`config.mk`:
```
export PLATFORM = sky130hd
export DESIGN_NAME = obht_bucket_index
export DESIGN_NICKNAME = d
export VERILOG_FILES = /design/src/design/obht_pkg.sv /design/src/design/obht_bucket_index.sv
export SDC_FILE = /design/constraint.sdc
export NUM_CORES = 1
export LEC_CHECK = 0
export ABC_AREA = 1
export ABC_CLOCK_PERIOD_IN_PS = 800
export BUFFER_PORTS_ARGS = -buffer_cell sky130_fd_sc_hd__buf_2
export CORE_AREA = 2 2 39 41
export DETAILED_ROUTE_END_ITERATION = 16
export DIE_AREA = 0 0 41 43
export SETUP_SLACK_MARGIN = 0.1
export SLEW_MARGIN = 10
export SYNTH_ARGS = -nofsm -noshare
export SYNTH_HDL_FRONTEND = slang
export SYNTH_SLANG_ARGS = --single-unit
```
`constraint.sdc`:
```
create_clock -name clk_i -period 0.8 [get_ports clk_i]
set_input_delay 0.16 -clock clk_i [delete_from_list [all_inputs] [get_ports clk_i]]
set_output_delay 0.16 -clock clk_i [all_outputs]
set_load 0.01 [all_outputs]
```
`src/design/obht_pkg.sv`:
```
// Shared types, field widths and codes of the order book hash table.
`timescale 1ns / 1ps
`default_nettype none

package obht_pkg;

  localparam int ID_W        = 31;
  localparam int QTY_W       = 31;
  localparam int PRICE_W     = 32;
  localparam int BUCKETS_DEF = 128;
  localparam int WAYS_DEF    = 4;

  typedef enum logic [1:0] {
    MODE_ADD     = 2'd0,
    MODE_CANCEL  = 2'd1,
    MODE_REDUCE  = 2'd2,
    MODE_REPLACE = 2'd3
  } mode_e;

  typedef enum logic [2:0] {
    ST_OK        = 3'd0,
    ST_NOT_FOUND = 3'd1,
    ST_FULL      = 3'd2,
    ST_DUP       = 3'd3,
    ST_CLAMP     = 3'd4
  } status_e;

  typedef struct packed {
    mode_e                mode;
    logic [ID_W-1:0]      oid;
    logic                 side;
    logic [QTY_W-1:0]     quantity;
    logic [PRICE_W-1:0]   price;
  } in_t;

  typedef struct packed {
    status_e              status;
    logic [ID_W-1:0]      result_id;
    logic                 result_side;
    logic [QTY_W-1:0]     result_quantity;
    logic [PRICE_W-1:0]   result_price;
  } out_t;

  typedef struct packed {
    logic                 vld;
    logic [ID_W-1:0]      id;
    logic                 side;
    logic [QTY_W-1:0]     qty;
    logic [PRICE_W-1:0]   price;
  } entry_t;

endpackage

`default_nettype wire

```
`src/design/obht_bucket_index.sv`:
```
// Bucket index unit: order id modulo the bucket count, by mask or reciprocal multiply.
`timescale 1ns / 1ps
`default_nettype none

module obht_bucket_index #(
  parameter int BUCKETS = obht_pkg::BUCKETS_DEF,
  localparam int AW     = (BUCKETS > 1) ? $clog2(BUCKETS) : 1
) (
  input  wire                          clk_i,
  input  wire                          rst_ni,
  input  wire                          start_i,
  input  wire [obht_pkg::ID_W-1:0]     id_i,
  output logic                         done_o,
  output logic [AW-1:0]                idx_o
);

  localparam bit POW2 = (BUCKETS & (BUCKETS - 1)) == 0;

  if (POW2) begin : g_mask
    logic [AW-1:0] idx_q;
    logic          done_q;

    always_ff @(posedge clk_i or negedge rst_ni) begin
      if (!rst_ni) begin
        idx_q  <= '0;
        done_q <= 1'b0;
      end else begin
        done_q <= start_i;
        if (start_i) begin
          idx_q <= (BUCKETS > 1) ? id_i[AW-1:0] : '0;
        end
      end
    end

    assign done_o = done_q;
    assign idx_o  = idx_q;
  end else begin : g_recip
    localparam int SH  = obht_pkg::ID_W + AW;
    localparam int PW  = obht_pkg::ID_W + 32;
    localparam int RW  = obht_pkg::ID_W + 2;
    localparam int AW1 = AW + 1;
    localparam logic [63:0] RECIP   = (64'd1 << SH) / 64'(BUCKETS);
    localparam logic [31:0] RECIP_C = RECIP[31:0];
    localparam logic [AW:0] MOD_C   = AW1'(BUCKETS);

    logic [obht_pkg::ID_W-1:0] id_q;
    logic [PW-1:0]             prod_q;
    logic [AW:0]               rem_q;
    logic [AW-1:0]             idx_q;
    logic                      v1_q;
    logic                      v2_q;
    logic                      done_q;
    logic [PW-1:0]             prod;
    logic [RW-1:0]             qb;
    logic [RW-1:0]             rem;
    logic [AW:0]               rem_fix;

    assign prod    = PW'(id_i) * PW'(RECIP_C);
    assign qb      = RW'(prod_q[PW-1:SH]) * RW'(BUCKETS);
    assign rem     = RW'(id_q) - qb;
    assign rem_fix = (rem_q >= MOD_C) ? (rem_q - MOD_C) : rem_q;

    always_ff @(posedge clk_i or negedge rst_ni) begin
      if (!rst_ni) begin
        id_q   <= '0;
        prod_q <= '0;
        rem_q  <= '0;
        idx_q  <= '0;
        v1_q   <= 1'b0;
        v2_q   <= 1'b0;
        done_q <= 1'b0;
      end else begin
        v1_q   <= start_i;
        v2_q   <= v1_q;
        done_q <= v2_q;
        if (start_i) begin
          id_q   <= id_i;
          prod_q <= prod;
        end
        if (v1_q) begin
          rem_q <= rem[AW:0];
        end
        if (v2_q) begin
          idx_q <= rem_fix[AW-1:0];
        end
      end
    end

    assign done_o = done_q;
    assign idx_o  = idx_q;
  end

endmodule

`default_nettype wire

```
==> flow_summary.toml, run 1 <==
[timing]
fmax_ghz = 1.08
rsz0062_at_grt = "yes"
post-route-period-util_pct = 116
skew_ns = 0
final_hold_viol_count = 0
relSlewSlack_pct = 87.7
tightest_slew_ns = 0.184
timing.hold.ws_ns = 0.100
drv_slew = 0
fin_crit_ns = 0.930
worst_slack_ns = -0.130
setup_viol = 8

[run]
cap_viol_max_count = 0

[clock_tree]
cts_sinks = 8
path_clk_slew_ns = 0.05
clkLatencyLatePin_ns = 0.25
clk_path_buf_depth = 2
htreeDepth = 1
numCtsBuffers = 3
cts_tree = "built"
cts_root_buf = "clkbuf_4"

[die]
initial_core_util_pct = 21.2
io_pins = 42
fp.dieArea_sq_um = 1760
core_area_sq_um = 1380
die_y_microns = 43
fp-row-count = 14
fp.dieW_microns = 41

[power_and_ir_drop]
power.leakage_uw = 0.000277
pwr_density_cell_nw_per_um2 = 1950
irDropWorstVdd_uv = 681
finalPower_uw = 939

[detailed_routing]
drcViolationCount = 0
dr.pass1.iters = 2
post_drt_via_cell_ratio = 3.70
drt_iter0_drc = 3
final_antenna_net_count = 0
avgRoutedWirePerCell_microns = 9.32
drt_wl_total_microns = 662
routed-via-count = 263

[setup_path]
critical_path_required_ns = 0.64
cp-end-kind = "output pin"
timing.rr.start = "idx_o[1]"
cp_max_fo = 2
critPathKind = "reg -> out"
timing.rr.end = "idx_o[1]"
crit_chain = "buf_6"
crit_arrival_ns = 0.77
rr_worst_depth = 3
crit_path_start_kind = "flop"
cp_slowest_stage_delay_ns = 0.39
worst-path-buf-inv = 1
crit_slowest_cell = "dfrtp_1"
r2r_slack_ns = 0.09
critPathTopFamily = "flip-flops"

[synth]
synth_seq_area_share_pct = 68.1
avgSynthCellArea_sq_um = 9.48
syn_nets = 65
syn_area_sq_um = 294
postSynthCellCount = 31
synth_warnings = 0
yosys_register_bits = 8
ys_types = 4

[worst_hold_path]
min_path_cells = 3
worstHoldStart = "id_i[1]"
min_path_type = "in -> reg"
hold-path-endpoint = "idx_o[1]"

[place]
io_buffer_count = 17
gp_congestion = 0.606
placed_area_sq_um = 388
dp_hpwl_microns = 443
dp_cells = 63

[layout]
final_cells = 71
antenna_cells = 0
multi_input_area_sq_um = 83.8
final_area_sq_um = 482
nets = 91
ff_latch_area_sq_um = 200
layout-drive-gt1-share_pct = 49.1
final_util_pct = 34.8
fillers = 148
syn_to_final_growth_pct = 63.8

[global_route]
grtUsageTotal_pct = 9.49
globalRoute.busiestLayer = "met2"
overflow = 0
grt_max_degree = 10
grtUsageMet2_pct = 13.1
grtUsageMet1_pct = 10.1
met3_usage_pct = 3.14
grt_pass1_vias = 247
grt_first_pass_wirelength_microns = 1020
antenna_found_initial = 0

[outcome]
violations = "setup timing"
status = "finished, violations left"
layer usage:
layer / wire, microns / share of wire (%)
met5: 0 / 0
met4: 0 / 0
met3: 46 / 6.9
met2: 326 / 49
met1: 289 / 44
stage by stage:
stage | TNS, ns | setup WS [ns]
floorplan | 0 | 0.185
global placement | 0 | 0.117
detailed placement | 0 | 0.105
CTS | -1.02 | -0.142
global route | -1.24 | -0.168
finish | -0.945 | -0.130
repair_timing:
action                     4_1_cts  5_1_grt
hold buffers                     1        0
resized for setup                0        7
setup endpoints to repair        8       12
hold endpoints to repair         8        0
buffers inserted                 4        1
pin swaps                        0        1
sequential cells by signal, summed over array words and instances (netlist names):
signal,flops
idx_o,7
done_o,1
cell usage after synthesis:
master	number	area (sq um)
buf_6	1	11.3
inv_2	1	3.75
nand2_1	21	78.8
dfrtp_1	8	200
cell families (layout without fill, tap and decap cells):
family,count (synthesis),in the layout,synth area share (%)
simple gates,21,21,26.8
flops,8,8,68.1
buf+inv,2,26,5.10
placed cells by master (no fill, tap or decap):
cell,instances
buf_4,2
buf_2,14
dfrtp_1,8
inv_2,1
nand2_1,19
buf_6,5
nand2_2,2
clkbuf_4,3
dlygate4sd3_1,1
report_power, final:
part	leakage, uW	switching, uW	internal [uW]
clock	0.0000138	136	172
sequential	0.0000969	19.1	439
combinational	0.000167	75.8	98.0
cell type report:
cell class                 count  share of cell area (%)
clock buffer                   3                    4.68
multi-input combinational     21                    17.4
tap                           16                    4.16
inverter                       1                   0.779
sequential                     8                    41.6
timing repair buffer          22                    31.4
worst max-delay path by stage:
stage                  start       end  slack (ns)  cells past startpoint
finish              idx_o[1]  idx_o[1]       -0.13                      1
global route        idx_o[1]  idx_o[1]       -0.17                      1
CTS                 idx_o[4]  idx_o[4]       -0.14                      1
detailed placement   start_i  idx_o[5]        0.10                      4
global placement     start_i  idx_o[3]        0.12                      4
floorplan           idx_o[0]  idx_o[0]        0.18                      2
(Power assumes the default switching activity.)
==> run 2, diff against run 1 <==
--- a/config.mk
+++ b/config.mk
@@ -11,7 +11,7 @@
 export CORE_AREA = 2 2 39 41
 export DETAILED_ROUTE_END_ITERATION = 16
 export DIE_AREA = 0 0 41 43
-export SETUP_SLACK_MARGIN = 0.1
+export SETUP_SLACK_MARGIN = 0.4
 export SLEW_MARGIN = 10
 export SYNTH_ARGS = -nofsm -noshare
 export SYNTH_HDL_FRONTEND = slang
==> flow_summary.toml, run 2 (synthesis results as in run 1) <==
[place]
dp_hpwl_microns = 446
io_buffer_count = 17
dp_slack_ns = 0.0957
gp_congestion = 0.612
dp_cells = 63

[timing]
tightest_slew_ns = 0.185
fmax_ghz = 1.08
tns_ns = -0.908
worst_slack_ns = -0.128
fin_crit_ns = 0.928
drv_slew = 0
relSlewSlack_pct = 87.6
rsz0062_at_grt = "yes"
final_hold_viol_count = 8
skew_ns = 0
setup_viol = 8
timing.hold.ws_ns = -0.258
post-route-period-util_pct = 116

[detailed_routing]
avgRoutedWirePerCell_microns = 8.97
final_antenna_net_count = 0
drcViolationCount = 0
dr.pass1.iters = 2
post_drt_via_cell_ratio = 3.80
drt_wl_total_microns = 637
drt_iter0_drc = 1
routed-via-count = 270

[clock_tree]
numCtsBuffers = 3
cts_root_buf = "clkbuf_4"
htreeDepth = 1
clkLatencyLatePin_ns = 0.25
path_clk_slew_ns = 0.06
cts_tree = "built"
clk_path_buf_depth = 2
cts_sinks = 8

[setup_path]
crit_arrival_ns = 0.77
critPathTopFamily = "flip-flops"
crit_slowest_cell = "dfrtp_1"
critical_path_required_ns = 0.64
critPathKind = "reg -> out"
cp_slowest_stage_delay_ns = 0.38
r2r_slack_ns = 0.02
crit_chain = "buf_2"
worst-path-stages = 1
timing.rr.end = "idx_o[3]"
timing.rr.start = "idx_o[3]"
rr_worst_depth = 4
worst-path-buf-inv = 1
cp_max_fo = 2
crit_path_start_kind = "flop"
cp-end-kind = "output pin"
critPathLaunch = "idx_o[3]"
crit_path_end = "idx_o[3]"

[global_route]
grt_max_degree = 10
grt_pass1_vias = 254
grtUsageTotal_pct = 8.92
overflow = 0
met3_usage_pct = 3.14
antenna_found_initial = 0
grt_first_pass_wirelength_microns = 986
globalRoute.busiestLayer = "met2"
grtUsageMet1_pct = 11.3
grtUsageMet2_pct = 12.2

[layout]
final_cells = 71
final_util_pct = 34.2
nets = 91
antenna_cells = 0
layout_commonest_cell = "nand2_1"
layout-drive-gt1-share_pct = 52.7
fillers = 153
largest_reg_flops = 7
final_cell_mix = "nand2_1 (18), buf_2 (16), dfrtp_1 (8)"
syn_to_final_growth_pct = 60.9

[die]
core_area_sq_um = 1380
die_y_microns = 43
fp.dieArea_sq_um = 1760
fp-row-count = 14
initial_core_util_pct = 21.2
fp.dieW_microns = 41
io_pins = 42

[outcome]
status = "finished, violations left"
violations = "hold timing, setup timing"

[power_and_ir_drop]
irDropWorstVdd_uv = 775
pwr_density_cell_nw_per_um2 = 1960
power.leakage_uw = 0.000276

[run]
cap_viol_max_count = 0

[worst_hold_path]
min_path_type = "in -> async"
-- run 2: through the flow --
step | power (uW) | cell area [sq um]
finish | 928 | 473
global route | 993 | 473
CTS | 919 | 433
detailed placement | 585 | 388
global placement | 582 | 388
floorplan | 519 | 294
-- run 2: how the worst min path moves through the flow --
stage	from	slack, ns	end
4_1_cts	rst_ni	-0.26	idx_o[1]
5_1_grt	rst_ni	-0.25	idx_o[1]
3_5_place_dp	rst_ni	0.01	idx_o[1]
6_report	rst_ni	-0.26	idx_o[1]
3_3_place_gp	rst_ni	0.01	idx_o[1]
2_1_floorplan	rst_ni	-0.14	done_o
-- run 2: area by class of cell --
| class | instances | area [sq um] | area share, % |
|---|---|---|---|
| clock buffer | 3 | 22.5 | 4.76 |
| sequential | 8 | 200 | 42.3 |
| timing repair buffer | 22 | 140 | 29.6 |
| multi-input combinational | 21 | 86.3 | 18.3 |
| tap | 16 | 20.0 | 4.23 |
| inverter | 1 | 3.75 | 0.794 |
-- run 2: where the power goes --
group	internal (uW)	switching, uW
Clock	171	129
Sequential	439	16.5
Combinational	93.0	79.0
Total	703	225
-- run 2: what timing repair did --
| item | in CTS | in global routing |
|---|---|---|
| endpoints found under the hold margin | 8 | 8 |
| cloned | 0 | 0 |
| pin swaps | 0 | 3 |
| setup endpoints to repair | 15 | 15 |
| resized for setup | 0 | 7 |
| setup buffers | 3 | 2 |
-- run 2: metal layers --
layer,vias up,wire [microns]
met3,0,52
li1,144,-
met1,117,282
met2,9,302
met4,0,0
met5,-,0
==> run 3, diff against run 2 <==
--- a/config.mk
+++ b/config.mk
@@ -6,7 +6,7 @@
 export NUM_CORES = 1
 export LEC_CHECK = 0
 export ABC_AREA = 1
-export ABC_CLOCK_PERIOD_IN_PS = 800
+export ABC_CLOCK_PERIOD_IN_PS = 1100
 export BUFFER_PORTS_ARGS = -buffer_cell sky130_fd_sc_hd__buf_2
 export CORE_AREA = 2 2 39 41
 export DETAILED_ROUTE_END_ITERATION = 16
==> constraint.sdc (replaced) <==
create_clock -name clk_i -period 1.1 [get_ports clk_i]
set_input_delay 0.22 -clock clk_i [delete_from_list [all_inputs] [get_ports clk_i]]
set_output_delay 0.22 -clock clk_i [all_outputs]
set_load 0.01 [all_outputs]
==> flow_summary.toml, run 3 (synthesis results as in run 1) <==
[timing]
drv_slew = 0
fmax_ghz = 1.01
timing.hold.ws_ns = 0.160
fin_crit_ns = 0.989
setup_viol = 0
post-route-period-util_pct = 89.9
tns_ns = 0
skew_ns = 0
tightest_slew_ns = 0.187
rsz0062_at_grt = "yes"
final_hold_viol_count = 0
relSlewSlack_pct = 87.5

[die]
die_y_microns = 43
fp-row-count = 14
fp.dieArea_sq_um = 1760
fp.dieW_microns = 41
initial_core_util_pct = 21.2
core_area_sq_um = 1380
io_pins = 42

[detailed_routing]
post_drt_via_cell_ratio = 3.74
avgRoutedWirePerCell_microns = 9.29
dr.pass1.iters = 2
drt_wl_total_microns = 669
drcViolationCount = 0
final_antenna_net_count = 0
routed-via-count = 269
drt_iter0_drc = 3

[layout]
layout-drive-gt1-share_pct = 50.0
largest_reg_flops = 7
multi_input_area_sq_um = 83.8
layout_commonest_cell = "nand2_1"
ff_latch_area_sq_um = 200
antenna_cells = 0
nets = 92
final_cell_mix = "nand2_1 (19), buf_2 (14), dfrtp_1 (8)"
fillers = 148
final_util_pct = 35.6
final_area_sq_um = 493
syn_to_final_growth_pct = 67.7

[place]
dp_hpwl_microns = 443
gp_congestion = 0.606
placed_area_sq_um = 388
io_buffer_count = 17

[setup_path]
rr_worst_depth = 4
worst-path-stages = 1
cp-end-kind = "output pin"
critPathTopFamily = "flip-flops"
crit_arrival_ns = 0.77
critPathKind = "reg -> out"
crit_slowest_cell = "dfrtp_1"
critical_path_required_ns = 0.88
cp_max_fo = 2
crit_chain = "buf_6"
worst-path-buf-inv = 1
cp_slowest_stage_delay_ns = 0.39
crit_path_start_kind = "flop"

[global_route]
grtUsageTotal_pct = 9.49
grt_first_pass_wirelength_microns = 1020
antenna_found_initial = 0
grt_max_degree = 10
grt_pass1_vias = 247
overflow = 0

[power_and_ir_drop]
pwr_density_cell_nw_per_um2 = 1400
finalPower_uw = 691
irDropWorstVdd_uv = 506
power.leakage_uw = 0.000284

[worst_hold_path]
min_path_cells = 3
min_path_type = "in -> reg"

[clock_tree]
cts_sinks = 8
clk_path_buf_depth = 2
clkLatencyLatePin_ns = 0.25
cts_root_buf = "clkbuf_4"
cts_tree = "built"
htreeDepth = 1
numCtsBuffers = 3
path_clk_slew_ns = 0.05

[outcome]
status = "finished clean"

[run]
cap_viol_max_count = 0
## run 3: tightest hold or removal path, cell delays in order
cell	delay, ns
buf_2	0.07
nand2_1	0.04
nand2_1	0.04
## run 3: through the flow
step | std cells | setup WS (ns)
after floorplan | 31 | 0.485
after CTS | 71 | 0.0984
after detailed placement | 63 | 0.345
final | 72 | 0.111
after global placement | 63 | 0.357
after global routing | 72 | 0.0733
## run 3: worst paths after layout
path / start / to / slack (ns)
setup / recovery: idx_o[6] / idx_o[6] / 0.11
hold / removal: id_i[1] / idx_o[1] / 0.16
setup reg to reg: idx_o[1] / idx_o[1] / 0.30
hold reg to reg: idx_o[0] / idx_o[0] / 0.47
max in group asynchronous: rst_ni / done_o / 0.59
min in group asynchronous: rst_ni / idx_o[0] / 0.34
## run 3: cell type report
cell class	count	share of cell area, %
clock buffer	3	4.57
tap	16	4.06
inverter	1	0.761
sequential	8	40.6
timing repair buffer	23	33.0
multi-input combinational	21	17.0
## run 3: timing repair
| action | CTS | global route |
|---|---|---|
| pin swaps | 0 | 1 |
| buffers inserted | 4 | 1 |
| resized for setup | 0 | 8 |
| setup endpoints to repair | 8 | 12 |
| endpoints found under the hold margin | 8 | 0 |
| hold buffers | 1 | 0 |
## run 3: layer usage
metal  up-vias  GRT usage, %  wire length (microns)
met3         0          3.14                     46
met5         -             0                      0
met4         0          10.0                      0
met1       116          10.1                    291
li1        143             -                      -
met2        10          13.1                    331
## run 3: power breakdown
part | internal (uW) | switching [uW] | leakage (uW)
clock network | 125 | 98.8 | 0.0000138
logic | 77.1 | 56.8 | 0.000173
registers | 319 | 13.8 | 0.0000969
total | 521 | 169 | 0.000284
